===== src/sv/hopscotch_hash_table_unit_defines.svh =====
`ifndef HOPSCOTCH_HASH_TABLE_UNIT_DEFINES_SVH
`define HOPSCOTCH_HASH_TABLE_UNIT_DEFINES_SVH

// Same-cycle implication, sampled on clk_i, off while rst_ni is low
`define HHT_ASSERT_NOW(lbl, ante, cons, msg) \
  lbl: assert property (@(posedge clk_i) disable iff (!rst_ni) (ante) |-> (cons)) \
    else $error(msg);

// Next-cycle implication, sampled on clk_i, off while rst_ni is low
`define HHT_ASSERT_NEXT(lbl, ante, cons, msg) \
  lbl: assert property (@(posedge clk_i) disable iff (!rst_ni) (ante) |=> (cons)) \
    else $error(msg);

`endif


===== src/sv/hht_ram.sv =====
`default_nettype none

module hht_ram #(
  parameter int  W  = 8,
  parameter int  D  = 4,
  localparam int AW = $clog2(D)
) (
  input  wire logic          clk_i,
  input  wire logic          we_i,
  input  wire logic [AW-1:0] waddr_i,
  input  wire logic [W-1:0]  wdata_i,
  input  wire logic [AW-1:0] raddr_i,
  output logic      [W-1:0]  rdata_o
);

  logic [W-1:0] mem [D];

  // Write port
  always_ff @(posedge clk_i) begin
    if (we_i) mem[waddr_i] <= wdata_i;
  end

  // Registered read port
  always_ff @(posedge clk_i) begin
    rdata_o <= mem[raddr_i];
  end

endmodule

`default_nettype wire


===== config.mk =====
export PLATFORM = sky130hd
export DESIGN_NAME = hht_ram
export DESIGN_NICKNAME = d
export VERILOG_FILES = /design/src/sv/hopscotch_hash_table_unit_defines.svh /design/src/sv/hht_ram.sv
export SDC_FILE = /design/constraint.sdc
export NUM_CORES = 1
export LEC_CHECK = 0
export BUFFER_PORTS_ARGS = -buffer_cell sky130_fd_sc_hd__buf_2
export CORE_MARGIN = 2
export CORE_UTILIZATION = 57
export DETAILED_ROUTE_END_ITERATION = 16
export MAX_ROUTING_LAYER = met4
export PLACE_DENSITY = 0.88
export SYNTH_ARGS = -nofsm -noshare
export SYNTH_HDL_FRONTEND = slang
export SYNTH_SLANG_ARGS = --single-unit

===== constraint.sdc =====
create_clock -name clk_i -period 3.1 [get_ports clk_i]
set_clock_uncertainty 0.2 [all_clocks]
set_input_delay 0.465 -clock clk_i [delete_from_list [all_inputs] [get_ports clk_i]]
set_output_delay 0.465 -clock clk_i [all_outputs]
set_load 0.03 [all_outputs]

==> qor.csv, run 1 <==
metric,value,unit
drc violations,0,
HPWL after detailed placement,1290,um
Max Buffers Root-to-Sink,2,
clk_lat worst skew,0.33,ns
Vias,603,
Post-CTS Setup Bufs,0,
Total Wirelength,1850,um
register clock-pin slew on the reported worst setup and hold paths,0.11,ns
CP startpoint,rdata_o[0]$_DFF_P_,
nets@finish,95,
die width,52.6,um
number of port buffers,21,
critical path launch point type,flip-flop,
"Req. time, crit path",2.43,ns
post-placement cell count,102,
# rows,17,
drt wl/cell,16.8,um
YS warnings,0,
leakage,0.554,nW
root buf cell,clkbuf_4,
Synth area leader,edfxtp_1,
Core Area,2230,um^2
FMAX,662,MHz
pin count of the biggest net entering global routing,12,
PwrDens,618,nW/um^2
Slew @ Worst Pin,0.440,ns
I/O pin count,22,
Syn Nets,68,
GRT overflow,0,
Yosys reg bits,40,
maxcap violations,0,
Yosys cell types,8,
"slowest stage cell, crit path",dfxtp_1,
TritonCTS clock tree,done,
initial core utilization,60.4,%
period utilization,48.8,%
"top cells by area, synth","edfxtp_1 71%, mux4_2 13%, dfxtp_1 12%",
final setup TNS,0,ns
min-delay src,wdata_i[4],
Layout area overhead,14.1,%
worst hold path type,in2reg,
worst setup path category,reg2out,
H-Tree Depth,2,
Hold Buf Count CTS,0,
worst r2r src,mem[3][7]$_DFFE_PP_,
"CP delay by family, top",flip-flops,
maximum vdd drop,0.436,mV
clock net sink count,40,
die area,2770,um^2
Bufs and invs on worst path,1,
final hold violations,0,
crit-path cells,buf_2,
first-pass GRT wire length,2930,um
sequential area share after synthesis,83.1,%
Post-Synthesis Cell Area,1350,um^2
Worst Setup End Kind,primary output,
CP max stage delay,0.33,ns
max-slew violation count,0,
average size of a mapped cell,25.0,um^2
layout cell share with drive strength beyond 1,43.9,%
total power,0.951,mW
cts bufs inserted,5,
Starting DRT DRC Count,14,
Non-Filler Instances,110,
"Max FO, Critical Path",1,
drt pass-1 iters,4,
GPL Wtd Cong,0.662,
gr usage total,16.9,%
Die H,52.6,um
via-per-instance ratio,5.48,
Yosys top cell area share,71.2,%
vias in the first global route,642,
outcome,finished clean,
Ant. Diodes,0,
post-detailed-route count of antenna-violating nets,0,
unrepaired setup endpoints after global routing,no,
Final min period,1.51,ns
Crit path arrival time,0.85,ns
Syn Inst Count,54,
initial antenna violation count,0,
Relative slew margins,70.7,%
post_cts resized,0,
number of setup violations in the final report,0,
-- stage by stage --
stage	utilization, %	setup WS [ns]	hold WS [ns]	cell area [um^2]
floorplan	-	1.37	0.332	1350
global placement	66.3	1.48	0.334	1480
detailed placement	66.3	1.47	0.347	1480
CTS	68.9	1.56	0.133	1540
global route	68.9	1.54	0.139	1540
finish	68.9	1.59	0.143	1540
-- final cells by class --
class,instances,area [um^2]
Clock buffer,8,58.8
Sequential cell,40,1120
Timing Repair Buffer,22,113
Multi-Input combinational cell,12,211
Fill cell,164,694
Tap cell,28,35.0
-- synthesized netlist by cell type --
| master | number |
|---|---|
| clkbuf_2 | 1 |
| mux4_2 | 8 |
| and3b_1 | 2 |
| dfxtp_1 | 8 |
| nor3b_1 | 1 |
| buf_6 | 1 |
| and3_1 | 1 |
| edfxtp_1 | 32 |
-- sequential cells by signal (all words and copies together), names as in the netlist --
register and cells:
rdata_o 8, mem 32
-- path summary, 6_finish.rpt --
kind | to | slack (ns) | cells past startpoint
worst max-delay path | rdata_o[0] | 1.59 | 1
worst min-delay path | mem[2][4]$_DFFE_PP_ | 0.14 | 1
worst min register to register | rdata_o[2]$_DFF_P_ | 0.36 | 1
worst max register to register | rdata_o[7]$_DFF_P_ | 1.92 | 1
-- cells in the final DEF, fill, tap and decap left out --
cell type / instances
buf_2: 21
nor3b_1: 1
and3_1: 1
buf_4: 1
dfxtp_1: 8
clkbuf_4: 5
mux4_2: 8
clkbuf_1: 2
edfxtp_1: 32
and3b_1: 2
clkbuf_8: 1
-- kinds of logic after synthesis --
group,after synthesis,synth area share (%)
buf+inv,2,1.21
flops,40,83.1
mux,8,13.4
simple gates,4,2.32
-- per-layer routing --
layer / share of wire [%] / wire length, um / GRT usage (%)
met5: 0 / 0 / -
met4: 1.7 / 31 / 8.97
met3: 4.5 / 83 / 4.29
met2: 55 / 1010 / 28.1
met1: 39 / 722 / 18.6
-- where the power goes --
group	internal (mW)	switching [mW]
sequential	0.611	0.00696
clock	0.112	0.146
combinational	0.0299	0.0450
Note: power is estimated with default switching activity, not from simulation.
==> run 2, diff against run 1 <==
--- a/config.mk
+++ b/config.mk
@@ -5,12 +5,13 @@
 export SDC_FILE = /design/constraint.sdc
 export NUM_CORES = 1
 export LEC_CHECK = 0
+export ABC_AREA = 1
 export BUFFER_PORTS_ARGS = -buffer_cell sky130_fd_sc_hd__buf_2
 export CORE_MARGIN = 2
-export CORE_UTILIZATION = 57
+export CORE_UTILIZATION = 49
 export DETAILED_ROUTE_END_ITERATION = 16
 export MAX_ROUTING_LAYER = met4
-export PLACE_DENSITY = 0.88
+export PLACE_DENSITY = 0.81
 export SYNTH_ARGS = -nofsm -noshare
 export SYNTH_HDL_FRONTEND = slang
 export SYNTH_SLANG_ARGS = --single-unit
==> constraint.sdc (replaced) <==
create_clock -name clk_i -period 1.2 [get_ports clk_i]
set_clock_uncertainty 0.2 [all_clocks]
set_input_delay 0.18 -clock clk_i [delete_from_list [all_inputs] [get_ports clk_i]]
set_output_delay 0.18 -clock clk_i [all_outputs]
set_load 0.03 [all_outputs]
==> run 2 against run 1 <==
Compared with the run above:
- sequential power increased to 2.6 times the previous value
- non-clock buffer count increased by 12
- synthesized cell count increased to 2.6 times the previous value
- routed wire length increased by 43%
==> qor.csv, run 2 <==
metric,value,unit
outcome,finished clean,
most flop-heavy register,mem,
H-Tree Depth,2,
maxcap violations,0,
worst setup path category,reg2out,
HPWL after detailed placement,1830,um
total power,2.78,mW
final setup TNS,0,ns
# rows,20,
nets@finish,192,
FF-to-FF setup slack,0.24,ns
post-detailed-route count of antenna-violating nets,0,
register clock-pin slew on the reported worst setup and hold paths,0.12,ns
GPL Wtd Cong,0.789,
"commonest non-fill, non-tap cells in the layout","40 x nand2_1, 36 x inv_1, 32 x edfxtp_1, 16 x nand3_1, 13 x buf_2",
sequential area share after synthesis,72.4,%
"top cells by count, synth","40 x nand2_1, 36 x inv_1, 32 x edfxtp_1",
die width,60.2,um
FF-to-FF path depth,4,
"top cells by area, synth","edfxtp_1 62%, dfxtp_1 10%, nand2_1 9.7%",
PwrDens,1430,nW/um^2
WHS,0.0524,ns
Max Buffers Root-to-Sink,2,
reg-to-reg endpoint,rdata_o[5]$_DFF_P_,
Synth async-reset ratio,0,%
"Max FO, Critical Path",1,
Sw Pwr,0.634,mW
max reg flops,32,
clock net sink count,40,
TritonCTS clock tree,done,
biggest regs,"mem: 32 flops, rdata_o: 8 flops",
Final min period,1.20,ns
Ant. Diodes,0,
switching share of total power,22.9,%
initial core utilization,51.1,%
number of setup violations in the final report,0,
crit-path cells,buf_6,
YS warnings,0,
Vias,1019,
drc violations,0,
Post-Synthesis Cell Area,1550,um^2
cts bufs inserted,5,
Yosys cell types,10,
Post-synth EDFFs,32,
Syn Inst Count,141,
worst r2r src,mem[3][5]$_DFFE_PP_,
vias in the first global route,961,
drt pass-1 iters,4,
Synth area leader,edfxtp_1,
Core Area,3030,um^2
critical path launch point type,flip-flop,
gr usage total,18.6,%
Syn Nets,155,
most frequent cell after synthesis,nand2_1,
root buf cell,clkbuf_4,
Bufs and invs on worst path,1,
CP max stage delay,0.34,ns
Most used DFF post-synth,edfxtp_1,
drt wl/cell,11.8,um
part of the power in registers,57.9,%
final hold violations,0,
pin count of the biggest net entering global routing,18,
period utilization,99.8,%
Clk network pwr share,31.3,%
Yosys reg bits,40,
clk_lat worst skew,0.35,ns
Crit path depth,1,
"CP delay by family, top",flip-flops,
"most common cell after layout, fill and taps aside",nand2_1,
unrepaired setup endpoints after global routing,yes,
Yosys top cell area share,62.1,%
crit path capture,rdata_o[2],
via-per-instance ratio,4.57,
post-layout util,64.2,%
Starting DRT DRC Count,37,
FMAX,835,MHz
Internal,2.14,mW
layout cell share with drive strength beyond 1,24.6,%
die area,3620,um^2
Comb pwr share,10.8,%
Crit path arrival time,0.82,ns
first-pass GRT wire length,4350,um
number of port buffers,21,
leakage,0.899,nW
worst hold path type,in2reg,
Layout area overhead,25.5,%
GRT overflow,0,
initial antenna violation count,0,
Slew @ Worst Pin,0.331,ns
I/O pin count,22,
"slowest stage cell, crit path",dfxtp_2,
maximum vdd drop,0.839,mV
average size of a mapped cell,11.0,um^2
Die H,60.2,um
Worst Setup End Kind,primary output,
CP startpoint,rdata_o[2]$_DFF_P_,
number of fill cells,233,
"Req. time, crit path",0.82,ns
Total Wirelength,2640,um
max-slew violation count,0,
Relative slew margins,77.9,%
==> run 2: cell families (layout without fill, tap and decap cells) <==
family / after synthesis / in the layout / synth area share [%]
simple gates: 60 / 60 / 16.2
buf+inv: 41 / 79 / 11.4
flops: 40 / 40 / 72.4
==> run 2: worst min path at each step <==
stage	from	endpoint	depth (start not counted)
after floorplan	wdata_i[0]	mem[0][0]$_DFFE_PP_	0
after global placement	wdata_i[4]	mem[0][4]$_DFFE_PP_	1
after detailed placement	wdata_i[2]	mem[2][2]$_DFFE_PP_	1
after CTS	raddr_i[1]	rdata_o[0]$_DFF_P_	4
after global routing	raddr_i[1]	rdata_o[4]$_DFF_P_	4
final	raddr_i[1]	rdata_o[2]$_DFF_P_	4
==> run 2: metrics by stage <==
stage | instances | setup slack (ns) | cell area (um^2)
floorplan | 141 | -0.238 | 1560
global placement | 206 | -0.00489 | 1710
detailed placement | 206 | -0.0303 | 1710
CTS | 223 | -0.00766 | 1940
global route | 223 | -0.0553 | 1940
finish | 223 | 0.00205 | 1940
==> run 2: worst min-delay path: stages <==
cell and delay [ns]:
buf_2 0.10, inv_1 0.13, nand3_1 0.12, nand2_1 0.04
==> run 2: cell type report <==
cell class | count | area (um^2) | area share, %
clock inverter | 3 | 42.5 | 2.19
sequential | 40 | 1130 | 58.2
multi-input combinational | 60 | 260 | 13.4
inverter | 37 | 141 | 7.28
tap | 44 | 55.1 | 2.83
clock buffer | 5 | 37.5 | 1.93
timing repair buffer | 34 | 275 | 14.2
==> run 2: power groups by stage <==
stage | Clock [mW] | Sequential, mW | Combinational [mW]
6_report | 0.870 | 1.61 | 0.299
4_1_cts | 0.888 | 1.61 | 0.299
3_5_place_dp | 0 | 1.63 | 0.246
2_1_floorplan | 0 | 1.68 | 0.109
5_1_grt | 0.972 | 1.62 | 0.331
3_3_place_gp | 0 | 1.62 | 0.238
==> run 2: timing repair <==
action,in CTS,in global routing
hold endpoints to repair,40,0
resized for setup,24,0
cloned,0,0
setup endpoints to repair,8,8
hold buffers,9,0
setup buffers,0,0
==> run 2: layer usage <==
| metal | up-vias | routed length, um | track usage (%) |
|---|---|---|---|
| li1 | 512 | - | - |
| met1 | 472 | 1240 | 22.9 |
| met2 | 27 | 1180 | 26.2 |
| met3 | 8 | 125 | 7.36 |
| met4 | 0 | 96 | 10.2 |
| met5 | - | 0 | - |
==> run 3, diff against run 2 <==
--- a/config.mk
+++ b/config.mk
@@ -10,7 +10,6 @@
 export CORE_MARGIN = 2
 export CORE_UTILIZATION = 49
 export DETAILED_ROUTE_END_ITERATION = 16
-export MAX_ROUTING_LAYER = met4
 export PLACE_DENSITY = 0.81
 export SYNTH_ARGS = -nofsm -noshare
 export SYNTH_HDL_FRONTEND = slang
==> run 3 against run 2 <==
Compared with the run above:
- sequential share of layout area did not move
- flip-flop and latch count did not move
- largest power group unchanged
- clock power barely moved
- critical endpoint unchanged
- power barely moved
- worst hold slack barely moved
- maximum frequency barely moved
- design area did not move
==> qor.csv, run 3 (synthesized netlist as in run 2, its figures left out) <==
metric,value,unit
Final min period,1.20,ns
Post-CTS Setup Bufs,0,
pin count of the biggest net entering global routing,18,
initial antenna violation count,0,
vias in the first global route,962,
Ant. Diodes,0,
die width,60.2,um
Core Area,3030,um^2
nets@finish,192,
drt wl/cell,11.8,um
number of port buffers,21,
post-detailed-route count of antenna-violating nets,0,
CP startpoint,rdata_o[2]$_DFF_P_,
I/O pin count,22,
PwrDens,1430,nW/um^2
clock net sink count,40,
"most common cell after layout, fill and taps aside",nand2_1,
WHS,0.0522,ns
number of fill cells,233,
final worst setup slack,0.00224,ns
critical path launch point type,flip-flop,
Slew @ Worst Pin,0.330,ns
Relative slew margins,78.0,%
met2 wire len,1190,um
wire length on met1,1250,um
DR WL met3,118,um
drt pass-1 iters,4,
Bufs and invs on worst path,1,
"worst slack, placed",-0.0303,ns
# rows,20,
worst hold path type,in2reg,
maximum vdd drop,0.839,mV
maxcap violations,0,
FMAX,835,MHz
outcome,finished clean,
"Req. time, crit path",0.82,ns
final hold violations,0,
Crit path arrival time,0.82,ns
via-per-instance ratio,4.58,
H-Tree Depth,2,
root buf cell,clkbuf_4,
max reg flops,32,
gr usage total,18.1,%
Non-Filler Instances,223,
Max Used Layer,met4,
crit-path cells,buf_6,
unrepaired setup endpoints after global routing,yes,
HPWL after detailed placement,1830,um
"Max FO, Critical Path",1,
TritonCTS clock tree,done,
Worst Setup End Kind,primary output,
Die H,60.2,um
worst r2r src,mem[3][5]$_DFFE_PP_,
"slowest stage cell, crit path",dfxtp_2,
register clock-pin slew on the reported worst setup and hold paths,0.12,ns
"CP delay by family, top",flip-flops,
CP max stage delay,0.34,ns
initial core utilization,51.1,%
final setup TNS,0,ns
post-placement cell count,206,
min-delay src,raddr_i[1],
cts bufs inserted,5,
biggest regs,"mem: 32 flops, rdata_o: 8 flops",
Total Wirelength,2640,um
most flop-heavy register,mem,
Layout area overhead,25.5,%
post-layout util,64.2,%
max-slew violation count,0,
layout cell share with drive strength beyond 1,24.6,%
GRT overflow,0,
drc violations,0,
period utilization,99.8,%
worst setup path category,reg2out,
die area,3620,um^2
first-pass GRT wire length,4350,um
leakage,0.899,nW
"commonest non-fill, non-tap cells in the layout","40 x nand2_1, 36 x inv_1, 32 x edfxtp_1, 16 x nand3_1, 13 x buf_2",
Max Buffers Root-to-Sink,2,
clk_lat worst skew,0.35,ns
GPL Wtd Cong,0.778,
Starting DRT DRC Count,37,
number of setup violations in the final report,0,
Vias,1022,
-- run 3: cell counts in the layout (fill, tap and decap cells not counted) --
Identical to the previous run, type by type.
-- run 3: worst paths after layout --
| path | to | slack, ns | cells after the start |
|---|---|---|---|
| setup / recovery | rdata_o[2] | 0.002 | 1 |
| hold / removal | rdata_o[2]$_DFF_P_ | 0.05 | 4 |
| setup reg to reg | rdata_o[5]$_DFF_P_ | 0.24 | 4 |
| hold reg to reg | rdata_o[2]$_DFF_P_ | 0.36 | 4 |
-- run 3: timing repair --
| item | CTS | global route |
|---|---|---|
| endpoints found under the hold margin | 40 | 0 |
| hold buffers | 9 | 0 |
| gates resized for setup | 24 | 0 |
| endpoints found under the setup margin | 8 | 8 |
-- run 3: area by class of cell --
class	instances	area [um^2]	share of cell area, %
flip-flops and latches	40	1130	58.2
repair buffers	34	275	14.2
multi-input cells	60	260	13.4
inverters	37	141	7.28
well taps	44	55.1	2.83
clock inverters	3	42.5	2.19
clock buffers	5	37.5	1.93
-- run 3: power by group --
group	total (mW)	internal (mW)	switching, mW
sequential	1.61	1.58	0.0237
combinational	0.299	0.124	0.175
clock	0.870	0.434	0.436
-- run 3: per-stage QoR --
stage / total power [mW] / area [um^2]
3_5_place_dp: 1.87 / 1710
5_1_grt: 2.92 / 1940
4_1_cts: 2.79 / 1940
2_1_floorplan: 1.79 / 1560
3_3_place_gp: 1.86 / 1710
6_report: 2.78 / 1940
-- run 3: per-layer routing --
| metal | vias up | track usage (%) |
|---|---|---|
| li1 | 512 | - |
| met1 | 478 | 22.9 |
| met2 | 24 | 26.2 |
| met3 | 8 | 7.36 |
| met4 | 0 | 10.2 |
| met5 | - | 0 |
